**config.mk**
```make
export PLATFORM = sky130hd
export DESIGN_NAME = dna_line_packer_top
export DESIGN_NICKNAME = d
export VERILOG_FILES = /design/src/hw/rtl/dlp_pkg.sv /design/src/hw/rtl/dlp_ram.sv /design/src/hw/rtl/dlp_front.sv /design/src/hw/rtl/dlp_queue.sv /design/src/hw/rtl/dlp_back.sv /design/src/hw/rtl/dna_line_packer_top.sv
export SDC_FILE = /design/constraint.sdc
export NUM_CORES = 1
export LEC_CHECK = 0
export BUFFER_PORTS_ARGS = -buffer_cell sky130_fd_sc_hd__buf_2
export CORE_ASPECT_RATIO = 2
export CORE_UTILIZATION = 63
export CTS_CLUSTER_SIZE = 16
export DETAILED_ROUTE_END_ITERATION = 12
export PLACE_DENSITY_LB_ADDON = 0.08
export SYNTH_ARGS = -nofsm -noshare
export SYNTH_HDL_FRONTEND = slang
export SYNTH_SLANG_ARGS = --single-unit
export TNS_END_PERCENT = 100
```
**constraint.sdc**
```tcl
create_clock -name clk_i -period 4.2 [get_ports clk_i]
set_input_delay 0.63 -clock clk_i [delete_from_list [all_inputs] [get_ports clk_i]]
set_output_delay 0.63 -clock clk_i [all_outputs]
set_load 0.005 [all_outputs]
```
**src/hw/rtl/dlp_pkg.sv**
```systemverilog
// Shared types, character codes and base helpers for the DNA line packer.
package dlp_pkg;

  localparam int unsigned LEN_W    = 6;  // stored length of one line
  localparam int unsigned BYTE_W   = 8;
  localparam int unsigned Q_DEPTH  = 2;  // one record per line bank
  localparam int unsigned Q_PTR_W  = 1;
  localparam int unsigned Q_CNT_W  = 2;

  localparam logic CMD_BYTE = 1'b0;
  localparam logic CMD_END  = 1'b1;

  localparam logic [7:0] CHAR_NL   = 8'd10;
  localparam logic [7:0] CHAR_ZERO = 8'd48;  // '0'
  localparam logic [7:0] CHAR_ONE  = 8'd49;  // '1'
  localparam logic [7:0] CHAR_FIVE = 8'd53;  // '5'
  localparam logic [7:0] CHAR_NINE = 8'd57;  // '9'
  localparam logic [7:0] CHAR_A    = 8'd65;
  localparam logic [7:0] CHAR_C    = 8'd67;
  localparam logic [7:0] CHAR_G    = 8'd71;
  localparam logic [7:0] CHAR_T    = 8'd84;

  localparam logic [1:0] CODE_A = 2'h0;
  localparam logic [1:0] CODE_T = 2'h1;
  localparam logic [1:0] CODE_C = 2'h2;
  localparam logic [1:0] CODE_G = 2'h3;

  // One finished line waiting for output
  typedef struct packed {
    logic             terminated;  // ended by a newline
    logic             only_bases;  // every byte was A, C, G or T
    logic [LEN_W-1:0] len;
  } rec_desc_t;

  function automatic logic is_base(input logic [7:0] b);
    return (b == CHAR_A) || (b == CHAR_T) || (b == CHAR_C) || (b == CHAR_G);
  endfunction

  function automatic logic [1:0] base_code(input logic [7:0] b);
    logic [1:0] code;
    code = CODE_A;
    if (b == CHAR_T) code = CODE_T;
    if (b == CHAR_C) code = CODE_C;
    if (b == CHAR_G) code = CODE_G;
    return code;
  endfunction

endpackage

```
**src/hw/rtl/dlp_ram.sv**
```systemverilog
// Generic simple dual-port RAM with registered read data.
module dlp_ram #(
  parameter int unsigned WIDTH = 8,
  parameter int unsigned DEPTH = 124
) (
  input  logic                     clk_i,
  input  logic                     we_i,
  input  logic [$clog2(DEPTH)-1:0] waddr_i,
  input  logic [WIDTH-1:0]         wdata_i,
  input  logic                     re_i,
  input  logic [$clog2(DEPTH)-1:0] raddr_i,
  output logic [WIDTH-1:0]         rdata_o
);

  logic [WIDTH-1:0] mem_q [DEPTH];
  logic [WIDTH-1:0] rdata_q;

  always_ff @(posedge clk_i) begin
    if (we_i) begin
      mem_q[waddr_i] <= wdata_i;
    end
    if (re_i) begin
      rdata_q <= mem_q[raddr_i];
    end
  end

  assign rdata_o = rdata_q;

endmodule

```
**src/hw/rtl/dlp_front.sv**
```systemverilog
// Intake side: stores line bytes into the current bank and closes lines.
module dlp_front #(
  parameter int unsigned CHUNK_MAX = 62
) (
  input  logic                             clk_i,
  input  logic                             rst_ni,
  input  logic                             in_valid_i,
  output logic                             in_ready_o,
  input  logic                             in_cmd_i,
  input  logic [7:0]                       in_byte_i,
  input  logic                             q_full_i,
  output logic                             q_push_o,
  output dlp_pkg::rec_desc_t               q_desc_o,
  output logic                             ram_we_o,
  output logic [$clog2(2*CHUNK_MAX)-1:0]   ram_waddr_o,
  output logic [7:0]                       ram_wdata_o
);
  import dlp_pkg::*;

  localparam int unsigned ADDR_W = $clog2(2*CHUNK_MAX);

  logic [LEN_W-1:0] fill_q, fill_d, fill_inc;
  logic             ob_q, ob_d, ob_nxt;
  logic             bank_q, bank_d;
  logic             accept;

  assign in_ready_o = !q_full_i;
  assign accept     = in_valid_i && in_ready_o;
  assign fill_inc   = fill_q + LEN_W'(1);
  assign ob_nxt     = ob_q && is_base(in_byte_i);

  assign ram_wdata_o = in_byte_i;
  assign ram_waddr_o = bank_q ? (ADDR_W'(fill_q) + ADDR_W'(CHUNK_MAX)) : ADDR_W'(fill_q);

  always_comb begin
    fill_d   = fill_q;
    ob_d     = ob_q;
    bank_d   = bank_q;
    q_push_o = 1'b0;
    q_desc_o = '{terminated: 1'b0, only_bases: ob_q, len: fill_q};
    ram_we_o = 1'b0;
    if (accept) begin
      if (in_cmd_i == CMD_END) begin
        q_push_o = (fill_q != '0);
      end else if (in_byte_i == CHAR_NL) begin
        q_push_o            = 1'b1;
        q_desc_o.terminated = 1'b1;
      end else begin
        ram_we_o = 1'b1;
        fill_d   = fill_inc;
        ob_d     = ob_nxt;
        if (fill_inc == LEN_W'(CHUNK_MAX)) begin
          // full chunk: close it at once as an unterminated line
          q_push_o = 1'b1;
          q_desc_o = '{terminated: 1'b0, only_bases: ob_nxt, len: fill_inc};
        end
      end
      if (q_push_o) begin
        fill_d = '0;
        ob_d   = 1'b1;
        bank_d = !bank_q;
      end
    end
  end

  always_ff @(posedge clk_i or negedge rst_ni) begin
    if (!rst_ni) begin
      fill_q <= '0;
      ob_q   <= 1'b1;
      bank_q <= 1'b0;
    end else begin
      fill_q <= fill_d;
      ob_q   <= ob_d;
      bank_q <= bank_d;
    end
  end

endmodule

```
**src/hw/rtl/dlp_queue.sv**
```systemverilog
// Two-entry record queue between intake and output sides.
module dlp_queue (
  input  logic               clk_i,
  input  logic               rst_ni,
  input  logic               push_i,
  input  dlp_pkg::rec_desc_t desc_i,
  output logic               full_o,
  input  logic               pop_i,
  output dlp_pkg::rec_desc_t head_o,
  output logic               empty_o
);
  import dlp_pkg::*;

  rec_desc_t            entry_q [Q_DEPTH];
  logic [Q_PTR_W-1:0]   wr_ptr_q, rd_ptr_q;
  logic [Q_CNT_W-1:0]   cnt_q;

  assign full_o  = (cnt_q == Q_CNT_W'(Q_DEPTH));
  assign empty_o = (cnt_q == '0);
  assign head_o  = entry_q[rd_ptr_q];

  always_ff @(posedge clk_i) begin
    if (push_i) begin
      entry_q[wr_ptr_q] <= desc_i;
    end
  end

  always_ff @(posedge clk_i or negedge rst_ni) begin
    if (!rst_ni) begin
      wr_ptr_q <= '0;
      rd_ptr_q <= '0;
      cnt_q    <= '0;
    end else begin
      if (push_i) wr_ptr_q <= wr_ptr_q + Q_PTR_W'(1);
      if (pop_i)  rd_ptr_q <= rd_ptr_q + Q_PTR_W'(1);
      unique case ({push_i, pop_i})
        2'b10:   cnt_q <= cnt_q + Q_CNT_W'(1);
        2'b01:   cnt_q <= cnt_q - Q_CNT_W'(1);
        default: cnt_q <= cnt_q;
      endcase
    end
  end

endmodule

```
**src/hw/rtl/dlp_back.sv**
```systemverilog
// Output side: walks one stored line and sends its record beats.
module dlp_back #(
  parameter int unsigned CHUNK_MAX = 62
) (
  input  logic                           clk_i,
  input  logic                           rst_ni,
  input  logic                           q_empty_i,
  input  dlp_pkg::rec_desc_t             q_head_i,
  output logic                           q_pop_o,
  output logic                           ram_re_o,
  output logic [$clog2(2*CHUNK_MAX)-1:0] ram_raddr_o,
  input  logic [7:0]                     ram_rdata_i,
  output logic                           out_valid_o,
  input  logic                           out_ready_i,
  output logic [7:0]                     out_byte_o,
  output logic                           out_last_o
);
  import dlp_pkg::*;

  localparam int unsigned ADDR_W = $clog2(2*CHUNK_MAX);

  localparam logic [2:0] S_IDLE = 3'd0;
  localparam logic [2:0] S_TYPE = 3'd1;
  localparam logic [2:0] S_LEN  = 3'd2;
  localparam logic [2:0] S_RD   = 3'd3;
  localparam logic [2:0] S_USE  = 3'd4;

  logic [2:0]       state_q, state_d;
  logic [LEN_W-1:0] idx_q, idx_d;
  logic [7:0]       acc_q, acc_d, acc_nxt;
  logic             bank_q, bank_d;
  logic             oval_q, oval_d;
  logic [7:0]       obyte_q, obyte_d;
  logic             olast_q, olast_d;
  logic             out_free, load, is_last, need_out;
  logic [7:0]       type_byte;

  assign out_free = !oval_q || out_ready_i;
  assign is_last  = ((idx_q + LEN_W'(1)) == q_head_i.len);
  assign acc_nxt  = acc_q | ({6'b0, base_code(ram_rdata_i)} << {~idx_q[1:0], 1'b0});
  assign need_out = !q_head_i.only_bases || (idx_q[1:0] == 2'd3) || is_last;

  assign ram_raddr_o = bank_q ? (ADDR_W'(idx_q) + ADDR_W'(CHUNK_MAX)) : ADDR_W'(idx_q);

  always_comb begin
    if (q_head_i.only_bases) begin
      type_byte = (q_head_i.terminated ? CHAR_ONE : CHAR_FIVE) + {6'b0, q_head_i.len[1:0]};
    end else begin
      type_byte = q_head_i.terminated ? CHAR_ZERO : CHAR_NINE;
    end
  end

  always_comb begin
    state_d  = state_q;
    idx_d    = idx_q;
    acc_d    = acc_q;
    bank_d   = bank_q;
    obyte_d  = obyte_q;
    olast_d  = olast_q;
    load     = 1'b0;
    q_pop_o  = 1'b0;
    ram_re_o = 1'b0;
    unique case (state_q)
      S_IDLE: begin
        if (!q_empty_i) state_d = S_TYPE;
      end
      S_TYPE: begin
        if (out_free) begin
          load    = 1'b1;
          obyte_d = type_byte;
          olast_d = 1'b0;
          state_d = S_LEN;
        end
      end
      S_LEN: begin
        if (out_free) begin
          load    = 1'b1;
          obyte_d = {2'b0, q_head_i.len};
          olast_d = (q_head_i.len == '0);
          idx_d   = '0;
          acc_d   = '0;
          if (q_head_i.len == '0) begin
            q_pop_o = 1'b1;
            bank_d  = !bank_q;
            state_d = S_IDLE;
          end else begin
            state_d = S_RD;
          end
        end
      end
      S_RD: begin
        ram_re_o = 1'b1;
        state_d  = S_USE;
      end
      S_USE: begin
        if (!need_out) begin
          // packed base mid-byte: gather and fetch the next one
          acc_d   = acc_nxt;
          idx_d   = idx_q + LEN_W'(1);
          state_d = S_RD;
        end else if (out_free) begin
          load    = 1'b1;
          obyte_d = q_head_i.only_bases ? acc_nxt : ram_rdata_i;
          olast_d = is_last;
          acc_d   = '0;
          idx_d   = idx_q + LEN_W'(1);
          if (is_last) begin
            q_pop_o = 1'b1;
            bank_d  = !bank_q;
            state_d = S_IDLE;
          end else begin
            state_d = S_RD;
          end
        end
      end
      default: state_d = S_IDLE;
    endcase
  end

  always_comb begin
    oval_d = oval_q;
    if (load) begin
      oval_d = 1'b1;
    end else if (out_ready_i) begin
      oval_d = 1'b0;
    end
  end

  always_ff @(posedge clk_i or negedge rst_ni) begin
    if (!rst_ni) begin
      state_q <= S_IDLE;
      bank_q  <= 1'b0;
      oval_q  <= 1'b0;
    end else begin
      state_q <= state_d;
      bank_q  <= bank_d;
      oval_q  <= oval_d;
    end
  end

  always_ff @(posedge clk_i) begin
    idx_q   <= idx_d;
    acc_q   <= acc_d;
    obyte_q <= obyte_d;
    olast_q <= olast_d;
  end

  assign out_valid_o = oval_q;
  assign out_byte_o  = obyte_q;
  assign out_last_o  = olast_q;

endmodule

```
**src/hw/rtl/dna_line_packer_top.sv**
```systemverilog
// Top level of the DNA line packer: intake, record queue, output sequencer.
// Intake takes one beat per cycle; it stalls only while both line banks hold
// records not yet sent. With the output side idle, the queue, pick-up state and
// output register lie between the closing beat of a line and its type beat.
// A record: pick-up, type, length, RAM read and use per raw byte or packed base.
// Reset clears fill count, bank pointers, queue and output valid; no RAM pass.
module dna_line_packer_top #(
  parameter int unsigned CHUNK_MAX = 62
) (
  input  logic       clk_i,
  input  logic       rst_ni,
  // intake stream
  input  logic       s_axis_tvalid_i,
  output logic       s_axis_tready_o,
  input  logic [7:0] s_axis_tdata_i,   // [7:0] text_byte
  input  logic       s_axis_tuser_i,   // [0] command (0 text byte, 1 end of text)
  // record stream
  output logic       m_axis_tvalid_o,
  input  logic       m_axis_tready_i,
  output logic [7:0] m_axis_tdata_o,   // [7:0] out_byte
  output logic       m_axis_tlast_o    // last beat of one line's record
);
  import dlp_pkg::*;

  localparam int unsigned ADDR_W = $clog2(2*CHUNK_MAX);

  // queue handshake between the two sides
  logic      q_push, q_full, q_pop, q_empty;
  rec_desc_t q_desc, q_head;

  // line RAM: two banks of CHUNK_MAX bytes, one filled while the other drains
  logic              ram_we, ram_re;
  logic [ADDR_W-1:0] ram_waddr, ram_raddr;
  logic [7:0]        ram_wdata, ram_rdata;

  dlp_front #(.CHUNK_MAX(CHUNK_MAX)) u_front (
    .clk_i       (clk_i),
    .rst_ni      (rst_ni),
    .in_valid_i  (s_axis_tvalid_i),
    .in_ready_o  (s_axis_tready_o),
    .in_cmd_i    (s_axis_tuser_i),
    .in_byte_i   (s_axis_tdata_i),
    .q_full_i    (q_full),
    .q_push_o    (q_push),
    .q_desc_o    (q_desc),
    .ram_we_o    (ram_we),
    .ram_waddr_o (ram_waddr),
    .ram_wdata_o (ram_wdata)
  );

  dlp_ram #(.WIDTH(BYTE_W), .DEPTH(2*CHUNK_MAX)) u_line_ram (
    .clk_i   (clk_i),
    .we_i    (ram_we),
    .waddr_i (ram_waddr),
    .wdata_i (ram_wdata),
    .re_i    (ram_re),
    .raddr_i (ram_raddr),
    .rdata_o (ram_rdata)
  );

  // hold closed lines until the output side has sent them
  dlp_queue u_queue (
    .clk_i   (clk_i),
    .rst_ni  (rst_ni),
    .push_i  (q_push),
    .desc_i  (q_desc),
    .full_o  (q_full),
    .pop_i   (q_pop),
    .head_o  (q_head),
    .empty_o (q_empty)
  );

  dlp_back #(.CHUNK_MAX(CHUNK_MAX)) u_back (
    .clk_i       (clk_i),
    .rst_ni      (rst_ni),
    .q_empty_i   (q_empty),
    .q_head_i    (q_head),
    .q_pop_o     (q_pop),
    .ram_re_o    (ram_re),
    .ram_raddr_o (ram_raddr),
    .ram_rdata_i (ram_rdata),
    .out_valid_o (m_axis_tvalid_o),
    .out_ready_i (m_axis_tready_i),
    .out_byte_o  (m_axis_tdata_o),
    .out_last_o  (m_axis_tlast_o)
  );

  // no record is pushed over a full queue
  a_no_push_full: assert property (@(posedge clk_i) disable iff (!rst_ni)
    q_push |-> !q_full) else $error("record pushed into full queue");

  // a record is retired only if one is present
  a_no_pop_empty: assert property (@(posedge clk_i) disable iff (!rst_ni)
    q_pop |-> !q_empty) else $error("record popped from empty queue");

  // retiring a record puts its last beat on the output next cycle
  a_pop_last: assert property (@(posedge clk_i) disable iff (!rst_ni)
    q_pop |=> (m_axis_tvalid_o && m_axis_tlast_o))
    else $error("record retired without a last beat");

endmodule
```
Word level (Yosys, flattened, before mapping) --
Memory sizes are Yosys's and may differ from the RTL's. A register that Yosys moved wholly into a read port is not among the register bits. Index checks and enable logic that the tools add are counted.
Storage, ports and cells: memories 2, bits in registers 40, input port bits 13, RAM bits 1008
Operators by class: $add $sub $neg 9, bitwise gates (word level) 2, muxes and demuxes 76, reduce and logical (&&, ||, !) cells 28, equality and inequality tests 28, shifts and indexed selects 1
Memory list:
- u_line_ram.mem_q | words 124, bits a word 8, rd ports 1, clocked after memory_dff 1, write ports 1, RTL line dlp_ram.sv:15 | logic [WIDTH-1:0] mem_q [DEPTH];
- u_queue.entry_q | words 2, bits a word 8, rd ports 1, clocked after memory_dff 0, write ports 1, RTL line dlp_queue.sv:14 | rec_desc_t entry_q [Q_DEPTH];
Operators by type and width (number):
- $mux W8 | 10
- $eq A8 B7 Y1 const B | 7
- $mux W1 | 36
- $mux W6 | 6
- $mux W7 | 4
- $pmux W8 S3 | 1
- $mux W3 | 6
- $pmux W8 S2 | 1
- $pmux W3 S5 | 1
- $add A6 B6 Y7 const B | 2
- $ne A2 B1 Y1 const B | 7
- $add A6 B1 Y6 const B | 2
- $pmux W6 S2 | 1
- $add A8 B2 Y8 | 1
- $eq A8 B4 Y1 const B | 1
- $mux W2 | 4
- $or A8 B8 Y8 | 1
- $shl A2 B3 Y8 | 1
- $eq A2 B2 Y1 const B | 3
- $eq A3 B2 Y1 const B | 2
- $eq A6 B6 Y1 | 1
- $eq A6 B6 Y1 const B | 1
- $logic_not A6 Y1 | 1
- $logic_or A1 B1 Y1 | 6
- 26 further kinds | 38

Logic depth before layout (Yosys ltp) --
depth in word-level cells 10, gate-level depth with buffers 13, depth with buffers taken out 12

Hierarchy --
From an unflattened synthesis, not the netlist that was laid out.
Unflattened totals: cells, all modules 2180, area, all modules 42440.7 µm²
By module, submodules not included:
- dlp_ram | seq. area each 30028.8 µm², cells each 1842, area an instance 38932.3 µm², times used 1
- dlp_back | seq. area each 815.8 µm², cells each 196, area an instance 1914.3 µm², times used 1
- dlp_front | seq. area each 201.4 µm², cells each 101, area an instance 832.0 µm², times used 1
- dlp_queue | seq. area each 580.6 µm², cells each 41, area an instance 762.0 µm², times used 1

Worst setup path before layout --
Ideal clock, no wire load.
path kind reg-to-reg, from register u_back.idx_q[1], to register u_line_ram.rdata_q[2] (netlist: u_line_ram.rdata_o[2]) (read register of u_line_ram.mem_q), data pin, arrival time 2762 ps, clock period less this slack 3033 ps, stages on the path, launching flop included 14, path slack 1167 ps, buffers on the path 4, required time 3930 ps, library setup time 270 ps, path through edfxtp_1 -> buf_2 -> inv_1 -> ha_1 -> nand2_1 -> and2_1 -> buf_6 -> buf_2 -> clkbuf_1 -> mux4_2 -> a22oi_1 -> nand2_1 -> nor3_1 -> nand3_1
Between the ends: word-level cells in the longest chain between the ends 2
RTL lines:
- start, declared | RTL line dlp_back.sv:29 | logic [LEN_W-1:0] idx_q, idx_d;
- start signal, assigned | RTL line dlp_back.sv:142 | idx_q <= idx_d;
- $add A6 B6 Y7 | RTL line dlp_back.sv:43 | assign ram_raddr_o = bank_q ? (ADDR_W'(idx_q) + ADDR_W'(CHUNK_MAX)) : ADDR_W'(idx_q);
- $mux W7 (*) | RTL line dlp_back.sv:43
- end, declared | RTL line dlp_ram.sv:16 | logic [WIDTH-1:0] rdata_q;
Every way passes the cells marked *; elsewhere a longest branch is shown, timed or not. A chain may end at the register's enable or synchronous reset.

Worst setup path after layout --
from register u_back.idx_q[2], to register u_line_ram.rdata_q[6] (netlist: u_line_ram.rdata_o[6]) (read register of u_line_ram.mem_q), data pin
Same word-level chain as after synthesis.

==> metrics.cfg <==
[floorplanning]
ios = 24
initial_core_util = 0.640
die_area_mm2 = 0.0680
dieHeight_um = 368
die_width_um = 185
rows = 133
core_mm2 = 0.0659

[pwr]
powerDensity_mw_per_mm2 = 601
power.leakage_uw = 0.0152
ir_drop_mv = 0.538
fin_total_pwr_uw = 28300
power_frac_clock = 0.290
combPwrFrac = 0.277
switching_share = 0.304
internal-power_uw = 19700
p_sw_uw = 8610
seqPwrFrac = 0.433

[min_path]
whs_path_depth = 1
hold_class = input port to flip-flop

[global_route]
grt_max_degree = 125
overflow = 0
track_usage = 0.326
grt_pass1_vias = 23130
grt_pass1_wl_mm = 155
antenna_found_initial = 1

[cts]
path_clk_slew_ns = 0.07
clk_latency_ns = 0.66
cts_num_sinks = 1056
cts_tree = done
post_cts_buffers = 0
h-tree-depth = 3
root_buffer = clkbuf_16
cts_buffers = 86
clock_path_buffers = 3

[synthesis]
ys_seq_area_frac = 0.750
synth_top_area_frac = 0.740
ys_types = 74
yosysTopAreaCell = edfxtp_1
syn_area_mm2 = 0.0422
syn_nets = 2271
synthTopCellsByArea = edfxtp_1 74%, mux4_2 12%, nor2_1 1.8%, nand2_1 1.7%, mux2i_1 1.3%
postSynthCellCount = 2247
synth_seq_cells = 1056
synth_most_common_cell = edfxtp_1
synthTopCellsByCount = 1039 x edfxtp_1, 223 x mux4_2, 198 x nor2_1
async_flop_share = 0.0161
synth_edf_count = 1039
synth-main-ff-cell = edfxtp_1
ys_warn_count = 0
syn_avg_cell_area_um2 = 18.8

[finish]
nets = 2445
utilization = 0.714
area_growth_syn_to_layout_pct = 11.6
n_fill_cell = 4092
drive_above_1_share = 0.229

[critical_path]
reg2regPathDepth = 10
path_class = flip-flop to flip-flop
cp.arrival_ns = 4.40
endpoint_kind = flip-flop
crit_required_ns = 4.57
cp_max_fo = 36
cp-start-kind = flip-flop

[job]
maxCapViolations = 0

[timing]
worst_pin_slew_ns = 1.24
hold_viol_final = 0
setup_violations = 0
rsz0062_at_grt = no
slew_violations = 0
timing.final.crit_share = 0.959
relSlewSlack = 0.171
skew_ns = 0.0218
max_freq_ghz = 0.248
min_period_ns = 4.03
holdWs_ns = 0.282

[run_status]
run_status = finished, final reports clean

[detailed_routing]
via_count = 22414
wl_per_cell_um = 31.6
drtIter0Drc = 2424
wl_mm = 106
avgViaCountPerCell = 6.67
ant_nets = 0
first_pass_iters = 5
drc_errors = 0

[placed_design]
globalplace.congestion = 0.878
hpwl_mm = 67.8
port_buffers = 23

## layer usage
layer / GRT usage / share of wire / vias up / routed length [um]
li1: - / - / 9402 / -
met1: 0.384 / 0.33 / 11593 / 35500
met2: 0.555 / 0.52 / 1116 / 55700
met3: 0.0536 / 0.071 / 301 / 7520
met4: 0.204 / 0.071 / 2 / 7490
met5: 0 / 0.00012 / - / 13
## through the flow
stage / area [um2] / worst slack [ns] / TNS [ns] / std cells
after detailed placement: 44200 / -0.0191 / -0.0191 / 3209
final: 47100 / 0.172 / 0 / 3362
after global placement: 44200 / 0.0996 / 0 / 3209
after CTS: 47100 / 0.240 / 0 / 3361
after floorplan: 42200 / 1.17 / 0 / 2247
after global routing: 47100 / 0.0703 / 0 / 3361
## registers in the layout, indices dropped and copies added (netlist names)
register and cells:
u_back.bank_q 1, u_line_ram.mem_q 992, u_back.state_q 3, u_back.out_byte_o 8, u_queue.cnt_q 2, u_back.out_valid_o 1, u_line_ram.rdata_o 8, u_back.out_last_o 1
u_queue.wr_ptr_q 1, u_queue.entry_q 16, u_queue.rd_ptr_q 1, u_back.idx_q 6, u_front.ob_q 1, u_front.fill_q 6, u_front.bank_q 1, u_back.acc_q 8
## path summary, 6_finish.rpt
check	start	slack, ns	end
min in group asynchronous	rst_ni	0.45	u_front.bank_q
worst min register to register	u_front.ob_q	0.47	u_front.ob_q
worst max register to register	u_back.idx_q[2]	0.17	u_line_ram.rdata_o[6]
worst max-delay path	u_back.idx_q[2]	0.17	u_line_ram.rdata_o[6]
worst min-delay path	s_axis_tdata_i[7]	0.28	u_line_ram.mem_q[9][7]
max in group asynchronous	rst_ni	3.41	u_front.ob_q
## critical path, cell delays in order, from the launching register on
cell	delay, ns
edfxtp_1	0.52
inv_1	0.08
ha_1	0.28
nand2_1	0.16
and2_4	0.60
buf_4	0.40
mux4_2	0.37
a22oi_1	0.33
nand2_1	0.11
nor3_1	0.69
o211ai_1	0.18
## area by class of cell
cell class / count / area [um2] / share of cell area
Antenna cell: 1 / 2.50 / 0.0000532
Clock buffer: 110 / 2330 / 0.0494
Clock inverter: 41 / 483 / 0.0103
Inverter: 18 / 67.6 / 0.00144
Multi-Input combinational cell: 1061 / 9890 / 0.210
Sequential cell: 1056 / 31600 / 0.672
Tap cell: 877 / 1100 / 0.0233
Timing Repair Buffer: 198 / 1580 / 0.0335
## cells in the final DEF, fill, tap and decap left out, drive strengths merged, types with 28 or more instances in the layout
master  netlist  routed
nand2       193     193
mux4        223     223
o21ai        33      33
buf          73     197
clkinv        1      28
mux2i        56      56
nor3         31      31
clkbuf       39     110
nand3        38      38
a21oi        46      46
nor2        198     198
edfxtp     1039    1039
## power by group through the flow
| stage | clock [uW] | sequential (uW) | combinational, uW |
|---|---|---|---|
| final | 8200 | 12200 | 7830 |
| after global routing | 8630 | 12300 | 8210 |
| after CTS | 8270 | 12200 | 7840 |
| after detailed placement | 0 | 12500 | 7800 |
| after global placement | 0 | 12500 | 7730 |
| after floorplan | 0 | 12300 | 5160 |
## kinds of logic (layout without fill, tap and decap cells)
logic type,count (synthesis),in the layout,share of synthesized area
buffers and inverters,130,367,0.0162
other,0,1,0
adders and majority gates,11,11,0.00326
muxes,285,285,0.134
AOI/OAI and AO/OA,221,221,0.0364
and+or+nand+nor,515,515,0.0529
xor gates and xnor gates,29,29,0.00665
DFF,1056,1056,0.750
## what timing repair did
action | in CTS | in global routing
hold buffers | 1 | 0
resized for setup | 1 | 0
hold endpoints to repair | 16 | 0
endpoints found under the setup margin | 1 | 0
Note: power is estimated with default switching activity, not from simulation.
